<file path="src/hw/rtl/fct_pkg.sv">
// shared types and constants for the frustum cull test core
`default_nettype none

package fct_pkg;

    localparam int PLANE_COUNT  = 6;
    localparam int COORD_W      = 16;
    localparam int RADIUS_W     = 15;
    localparam int PLANE_W      = 64;
    localparam int PROD_W       = 2 * COORD_W;
    // three products plus scaled offset fit in 34 signed bits
    localparam int DIST_W       = PROD_W + 2;
    localparam int OFFSET_SHIFT = 14;
    localparam int S_TDATA_W    = 112;
    localparam int M_TDATA_W    = 8;

    localparam logic KIND_SPHERE = 1'b0;
    localparam logic KIND_BOX    = 1'b1;

    typedef struct packed {
        logic                        kind;
        logic signed [COORD_W-1:0]   a_x;
        logic signed [COORD_W-1:0]   a_y;
        logic signed [COORD_W-1:0]   a_z;
        logic signed [COORD_W-1:0]   b_x;
        logic signed [COORD_W-1:0]   b_y;
        logic signed [COORD_W-1:0]   b_z;
        logic        [RADIUS_W-1:0]  sphere_radius;
    } item_t;

endpackage

`default_nettype wire

</file>
<file path="src/hw/rtl/fct_cell.sv">
// one plane cell: holds a plane, tests the passing volume against it
`default_nettype none

module fct_cell (
    input  wire logic                        aclk,
    input  wire logic                        aresetn,
    input  wire logic                        advance,
    input  wire logic                        plane_we,
    input  wire logic [fct_pkg::PLANE_W-1:0] plane_wdata,
    input  wire logic                        in_valid,
    input  wire fct_pkg::item_t              in_item,
    input  wire logic                        in_inside,
    output logic                             out_valid,
    output fct_pkg::item_t                   out_item,
    output logic                             out_inside
);
    import fct_pkg::*;

    logic [PLANE_W-1:0] plane_reg;

    logic signed [COORD_W-1:0] nx, ny, nz, off_d;
    logic signed [COORD_W-1:0] px, py, pz;
    logic                      take_bx, take_by, take_bz;

    logic                      s1_valid_reg;
    item_t                     s1_item_reg;
    logic                      s1_inside_reg;
    logic signed [PROD_W-1:0]  prod_x_reg, prod_y_reg, prod_z_reg;

    logic signed [DIST_W-1:0]  plane_dist;
    logic signed [DIST_W-1:0]  limit;
    logic                      rejected;

    logic                      out_valid_reg;
    item_t                     out_item_reg;
    logic                      out_inside_reg;

    always_ff @(posedge aclk) begin
        if (!aresetn) begin
            plane_reg <= '0;
        end else if (plane_we) begin
            plane_reg <= plane_wdata;
        end
    end

    assign nx    = $signed(plane_reg[15:0]);
    assign ny    = $signed(plane_reg[31:16]);
    assign nz    = $signed(plane_reg[47:32]);
    assign off_d = $signed(plane_reg[63:48]);

    // box corner: min where normal is positive, max otherwise
    assign take_bx = (in_item.kind == KIND_BOX) && !(nx > 0);
    assign take_by = (in_item.kind == KIND_BOX) && !(ny > 0);
    assign take_bz = (in_item.kind == KIND_BOX) && !(nz > 0);
    assign px = take_bx ? in_item.b_x : in_item.a_x;
    assign py = take_by ? in_item.b_y : in_item.a_y;
    assign pz = take_bz ? in_item.b_z : in_item.a_z;

    always_ff @(posedge aclk) begin
        if (!aresetn) begin
            s1_valid_reg <= 1'b0;
        end else if (advance) begin
            s1_valid_reg <= in_valid;
        end
    end

    always_ff @(posedge aclk) begin
        if (advance) begin
            s1_item_reg   <= in_item;
            s1_inside_reg <= in_inside;
            prod_x_reg    <= nx * px;
            prod_y_reg    <= ny * py;
            prod_z_reg    <= nz * pz;
        end
    end

    always_comb begin
        plane_dist = DIST_W'(prod_x_reg) + DIST_W'(prod_y_reg) + DIST_W'(prod_z_reg)
                   + (DIST_W'(off_d) <<< OFFSET_SHIFT);
        if (s1_item_reg.kind == KIND_BOX) begin
            limit = '0;
        end else begin
            limit = $signed({{(DIST_W-RADIUS_W-OFFSET_SHIFT){1'b0}},
                             s1_item_reg.sphere_radius, {OFFSET_SHIFT{1'b0}}});
        end
        rejected = plane_dist > limit;
    end

    always_ff @(posedge aclk) begin
        if (!aresetn) begin
            out_valid_reg <= 1'b0;
        end else if (advance) begin
            out_valid_reg <= s1_valid_reg;
        end
    end

    always_ff @(posedge aclk) begin
        if (advance) begin
            out_item_reg   <= s1_item_reg;
            out_inside_reg <= s1_inside_reg && !rejected;
        end
    end

    assign out_valid  = out_valid_reg;
    assign out_item   = out_item_reg;
    assign out_inside = out_inside_reg;

    // a volume rejected upstream never comes back inside
    a_cull_sticky: assert property (@(posedge aclk) disable iff (!aresetn)
        advance && !s1_inside_reg |=> !out_inside_reg)
        else $error("culled volume became inside");

    // stalled pipeline keeps its words
    a_stall_hold: assert property (@(posedge aclk) disable iff (!aresetn)
        !advance |=> $stable(out_valid_reg) && $stable(s1_valid_reg))
        else $error("valid changed during stall");

    // a word in the first stage moves to the output stage on the next advance
    a_two_stage: assert property (@(posedge aclk) disable iff (!aresetn)
        advance && s1_valid_reg |=> out_valid_reg)
        else $error("word lost between cell stages");

endmodule

`default_nettype wire

</file>
<file path="config.mk">
export PLATFORM = sky130hd
export DESIGN_NAME = fct_cell
export DESIGN_NICKNAME = d
export VERILOG_FILES = /design/src/hw/rtl/fct_pkg.sv /design/src/hw/rtl/fct_cell.sv
export SDC_FILE = /design/constraint.sdc
export NUM_CORES = 2
export LEC_CHECK = 0
export BUFFER_PORTS_ARGS = -buffer_cell sky130_fd_sc_hd__buf_2
export CORE_ASPECT_RATIO = 0.9
export CORE_MARGIN = 4
export CORE_UTILIZATION = 30
export CTS_CLUSTER_SIZE = 28
export DETAILED_ROUTE_END_ITERATION = 7
export PLACE_DENSITY = 0.57
export SYNTH_ARGS = -nofsm -noshare
export SYNTH_HDL_FRONTEND = slang
export SYNTH_SLANG_ARGS = --single-unit
</file>
<file path="constraint.sdc">
create_clock -name aclk -period 9.7 [get_ports aclk]
set_input_delay 2.425 -clock aclk [delete_from_list [all_inputs] [get_ports aclk]]
set_output_delay 2.425 -clock aclk [all_outputs]
set_load 0.01 [all_outputs]
</file>
==> results.txt <==
The maximum single-stage delay on the critical path came out at 0.69 ns. The commonest register cell after synthesis is sky130_fd_sc_hd__edfxtp_1. The count of standard-cell rows came out at 135. The insertion delay of the later-clocked pin in the worst-skew pair is 0.63 ns. The number of cells on the worst hold path is 0. The pre-antenna-repair detailed-routing pass consisted of 6 iterations.

The count of distinct cell types in the synthesized netlist is 73. The post-route netlist has 12.6% of its cells at a drive strength greater than 1. In this run the critical register-to-register path is launched from plane_reg[1].

The share of synthesized area occupied by flip-flops and latches came out at 23.9%. Summing the areas of all fa, ha and maj instances in the mapped netlist gives 44.8% of the synthesized area. 296 I/O pins were placed. The number of failing setup endpoints in the final timing report is 0. The total power per unit cell area is 340 mW/mm2.

By count the netlist is led by sky130_fd_sc_hd__inv_1 (906), sky130_fd_sc_hd__fa_1 (838), sky130_fd_sc_hd__nand2_1 (367), sky130_fd_sc_hd__edfxtp_1 (322), sky130_fd_sc_hd__ha_1 (305). The tightest min-delay check is of the reg2reg type. Registers are responsible for 15.2% of the overall power. The total area of sequential cells came out at 0.0110 mm2.

After detailed routing, the number of vias per cell comes to 4.57. TritonCTS built the clock tree. The worst hold path terminates at out_item[89]. The setup slack of the critical path after layout came out at 0.601 ns.

The total global routing track utilization came out at 15.0%. The fraction of synthesis flops using an asynchronous set or reset pin came out at 0%. The remaining max-slew budget at the tightest pin is 33.8%. The floorplan die height is 379 um. In this run the post-CTS setup repair buffer count came out at 0. The worst register-to-register path has a setup slack of 0.97 ns. Clock-pin slew was measured on the worst setup and hold paths at 0.06 ns.

The combinational group share of total power came out at 74.3%. The part of the total power dissipated in the clock network came out at 10.5%. The portion of synthesized area spent on multiplexers is 2.77%. Setup repair after global routing left no endpoint under its margin. The initial antenna violation count came out at 7. By area the synthesized netlist is led by sky130_fd_sc_hd__fa_1 (37%), sky130_fd_sc_hd__edfxtp_1 (21%), sky130_fd_sc_hd__ha_1 (8.3%).

Gates resized during post-CTS repair numbered 0. Of all nets on the critical path, the largest fanout is 8. The switching power summed over all nets came out at 8460 uW. The number of nets produced by synthesis is 5,618. The placement-stage cell area is 0.0506 mm2. The synthesized-area fraction occupied by xor and xnor cells came out at 2.12%. The number of enable-type register cells in the synthesized netlist is 322. The TritonCTS buffer count is 49.

The placed wire-length estimate after detailed placement came out at 96,800 um. In this run the biggest area consumer among cell types represents 36.5% of the synthesized area. The maximum clock frequency came out at 110 MHz. The net switching share of the total power came out at 47.7%.

The routability-driven placement congestion ratio is 0.883. The data arrival at the endpoint of the critical path came out at 9.49 ns. The leading area contributor after synthesis is sky130_fd_sc_hd__fa_1.

The final number of max-transition violations is 0. The count of input and output buffers is 295. Among cell families on the critical path, the largest total delay comes from adder cells. The worst setup path is launched from an input port. The post-route clock skew came out at 0.0310 ns. The cell area that synthesis handed to floorplanning was 0.0460 mm2. The worst register-to-register path ends at prod_x_reg[31]. The total area of multi-input combinational cells is 0.0310 mm2. STA classifies the critical path endpoint as a flop. After routing the design area is 0.0522 mm2. The number of warnings reported in the yosys synthesis log is 0. The number of flip-flops and latches in the synthesized netlist came out at 388. The critical path's most frequent cell is sky130_fd_sc_hd__fa_1. In this run, post-CTS hold repair placed 0 buffers. The number of nets in the layout is 5,964. Internal power comes to 9300 uW.

The total buffers and inverters traversed by the critical path is 9. In the synthesized netlist, the number of instances is 4,293. The run finished with clean final reports.

The initial cell density of the core is 30.4%. STA puts the critical path data required time at 10.09 ns. The number of clock sinks seen by CTS came out at 388. The post-layout total power is 17,800 uW.

In this run the most critical hold path is launched from s1_item_reg[89]. The post-route minimum period is 9.10 ns. Dividing the detail-routed wire length by the instance count gives 17.6 um. The global-route wire length before repair is 187,000 um. The cell leakage power came out at 0.0244 uW. The largest net degree at the start of global routing came out at 143. After synthesis, the largest family of logic cells by area is adder cells. In this run the standard cell core region covers 0.151 mm2. Compared with the post-synthesis result, the final layout area differs by 13.7%.

The worst setup path is of the in2reg kind. The dominant cell by count in the synthesized netlist is sky130_fd_sc_hd__inv_1. Prior to clock tree synthesis, the placed netlist has a worst setup slack of -0.0723 ns.

The number of violations reported at the end of detailed-routing iteration 0 came out at 1,810. The number of hold-slack violations in the final timing report is 0. The peak ir drop on the vdd network came out at 0.372 mV. The x dimension of the die came out at 421 um. The layout has 15,300 filler cells. The average size of a mapped cell came out at 10.7 um2. The buffer levels on the longest clock path is 3. The total detailed-routing wirelength is 117,000 um. The final global-route overflow total came out at 0. The actual slew at the worst max-slew pin is 0.993 ns. The post-synthesis compound-gate area fraction came out at 4.82%. The number of remaining DRC errors came out at 0. The total number of vias is 30,500. For the worst flop-to-flop path, the logic depth is 29. The slowest stage of the critical path is the sky130_fd_sc_hd__fa_1 cell. The total of max-cap violations came out at 0. The area fraction in and, or, nand and nor cells after synthesis is 12.9%.

The count of nets left with antenna violations once routing finished came out at 0. The ratio of final minimum period to clock period is 93.8%. CTS built an H-tree with a depth of 2.

The area of the die is 0.160 mm2. The number of global-route vias before repair is 32,800. The root buffer cell chosen for the clock tree is sky130_fd_sc_hd__clkbuf_16.
-- metrics by stage --
step / utilization [%] / hold slack (ns) / std cells / setup TNS, ns
3_5_place_dp: 33.4 / 0.405 / 6574 / -0.0723
6_report: 34.5 / 0.410 / 6669 / 0
4_1_cts: 34.5 / 0.407 / 6664 / 0
5_1_grt: 34.5 / 0.410 / 6665 / 0
3_3_place_gp: 33.4 / 0.400 / 6574 / 0
2_1_floorplan: - / 0.400 / 4293 / 0
-- cells by family (layout without fill, tap and decap cells) --
family / count (synthesis) / after routing
buffers and inverters: 1059 / 1444
xor gates and xnor gates: 111 / 111
adders and majority gates: 1143 / 1143
and+or+nand+nor: 1142 / 1142
muxes: 123 / 123
other: 0 / 5
AOI/OAI and AO/OA: 327 / 327
DFF: 388 / 388
-- cells in the final DEF, fill, tap and decap left out, types with 11 or more instances in the layout --
cell type                     n
sky130_fd_sc_hd__a211oi_1    13
sky130_fd_sc_hd__a21o_1      45
sky130_fd_sc_hd__a21oi_1     88
sky130_fd_sc_hd__and2_1     172
sky130_fd_sc_hd__and3_1      12
sky130_fd_sc_hd__buf_2      293
sky130_fd_sc_hd__buf_4      146
sky130_fd_sc_hd__clkbuf_16   50
sky130_fd_sc_hd__dfxtp_1     66
sky130_fd_sc_hd__edfxtp_1   322
sky130_fd_sc_hd__fa_1       838
sky130_fd_sc_hd__ha_1       305
sky130_fd_sc_hd__inv_1      906
sky130_fd_sc_hd__mux2_2      32
sky130_fd_sc_hd__mux2i_1     89
sky130_fd_sc_hd__nand2_1    367
sky130_fd_sc_hd__nand2b_1    55
sky130_fd_sc_hd__nand3_1     24
sky130_fd_sc_hd__nand4_1     11
sky130_fd_sc_hd__nor2_1     106
sky130_fd_sc_hd__nor2b_1    288
sky130_fd_sc_hd__nor3_1      39
sky130_fd_sc_hd__nor4_1      17
sky130_fd_sc_hd__o211ai_1    11
sky130_fd_sc_hd__o21a_1      28
sky130_fd_sc_hd__o21ai_0     52
sky130_fd_sc_hd__o21bai_1    12
sky130_fd_sc_hd__or2_2       18
sky130_fd_sc_hd__xnor2_1     83
sky130_fd_sc_hd__xor2_1      28
-- worst max path at each step --
stage	slack [ns]	depth (start not counted)	startpoint	end
5_1_grt	0.11	28	in_item[111]	prod_x_reg[31]
4_1_cts	0.65	28	in_item[111]	prod_x_reg[31]
6_report	0.60	28	in_item[111]	prod_x_reg[31]
3_5_place_dp	-0.07	28	in_item[111]	prod_x_reg[31]
3_3_place_gp	0.15	27	in_item[111]	prod_x_reg[30]
2_1_floorplan	0.34	28	in_item[111]	prod_x_reg[31]
-- cell type report --
| class | count | share of cell area, % |
|---|---|---|
| repair buffers | 448 | 5.24 |
| multi-input cells | 2846 | 59.3 |
| inverters | 906 | 6.51 |
| well taps | 1986 | 4.76 |
| flip-flops and latches | 388 | 21.0 |
| diodes | 5 | 0.0240 |
| clock inverters | 26 | 0.534 |
| clock buffers | 64 | 2.57 |
-- layer usage --
metal / GRT usage (%) / vias up / routed length [um]
li1: - / 14000 / -
met3: 1.84 / 128 / 4870
met2: 25.8 / 603 / 58100
met5: 0 / - / 20
met4: 4.44 / 2 / 3700
met1: 19.9 / 15700 / 50600
-- power groups by stage --
| stage | Sequential (uW) | Combinational, uW | Clock [uW] |
|---|---|---|---|
| floorplan | 2610 | 9730 | 0 |
| global placement | 2740 | 13000 | 0 |
| finish | 2700 | 13200 | 1860 |
| CTS | 2710 | 13300 | 1940 |
| global route | 2730 | 15100 | 2000 |
| detailed placement | 2740 | 13200 | 0 |
Power figures use the tool's default switching activity.
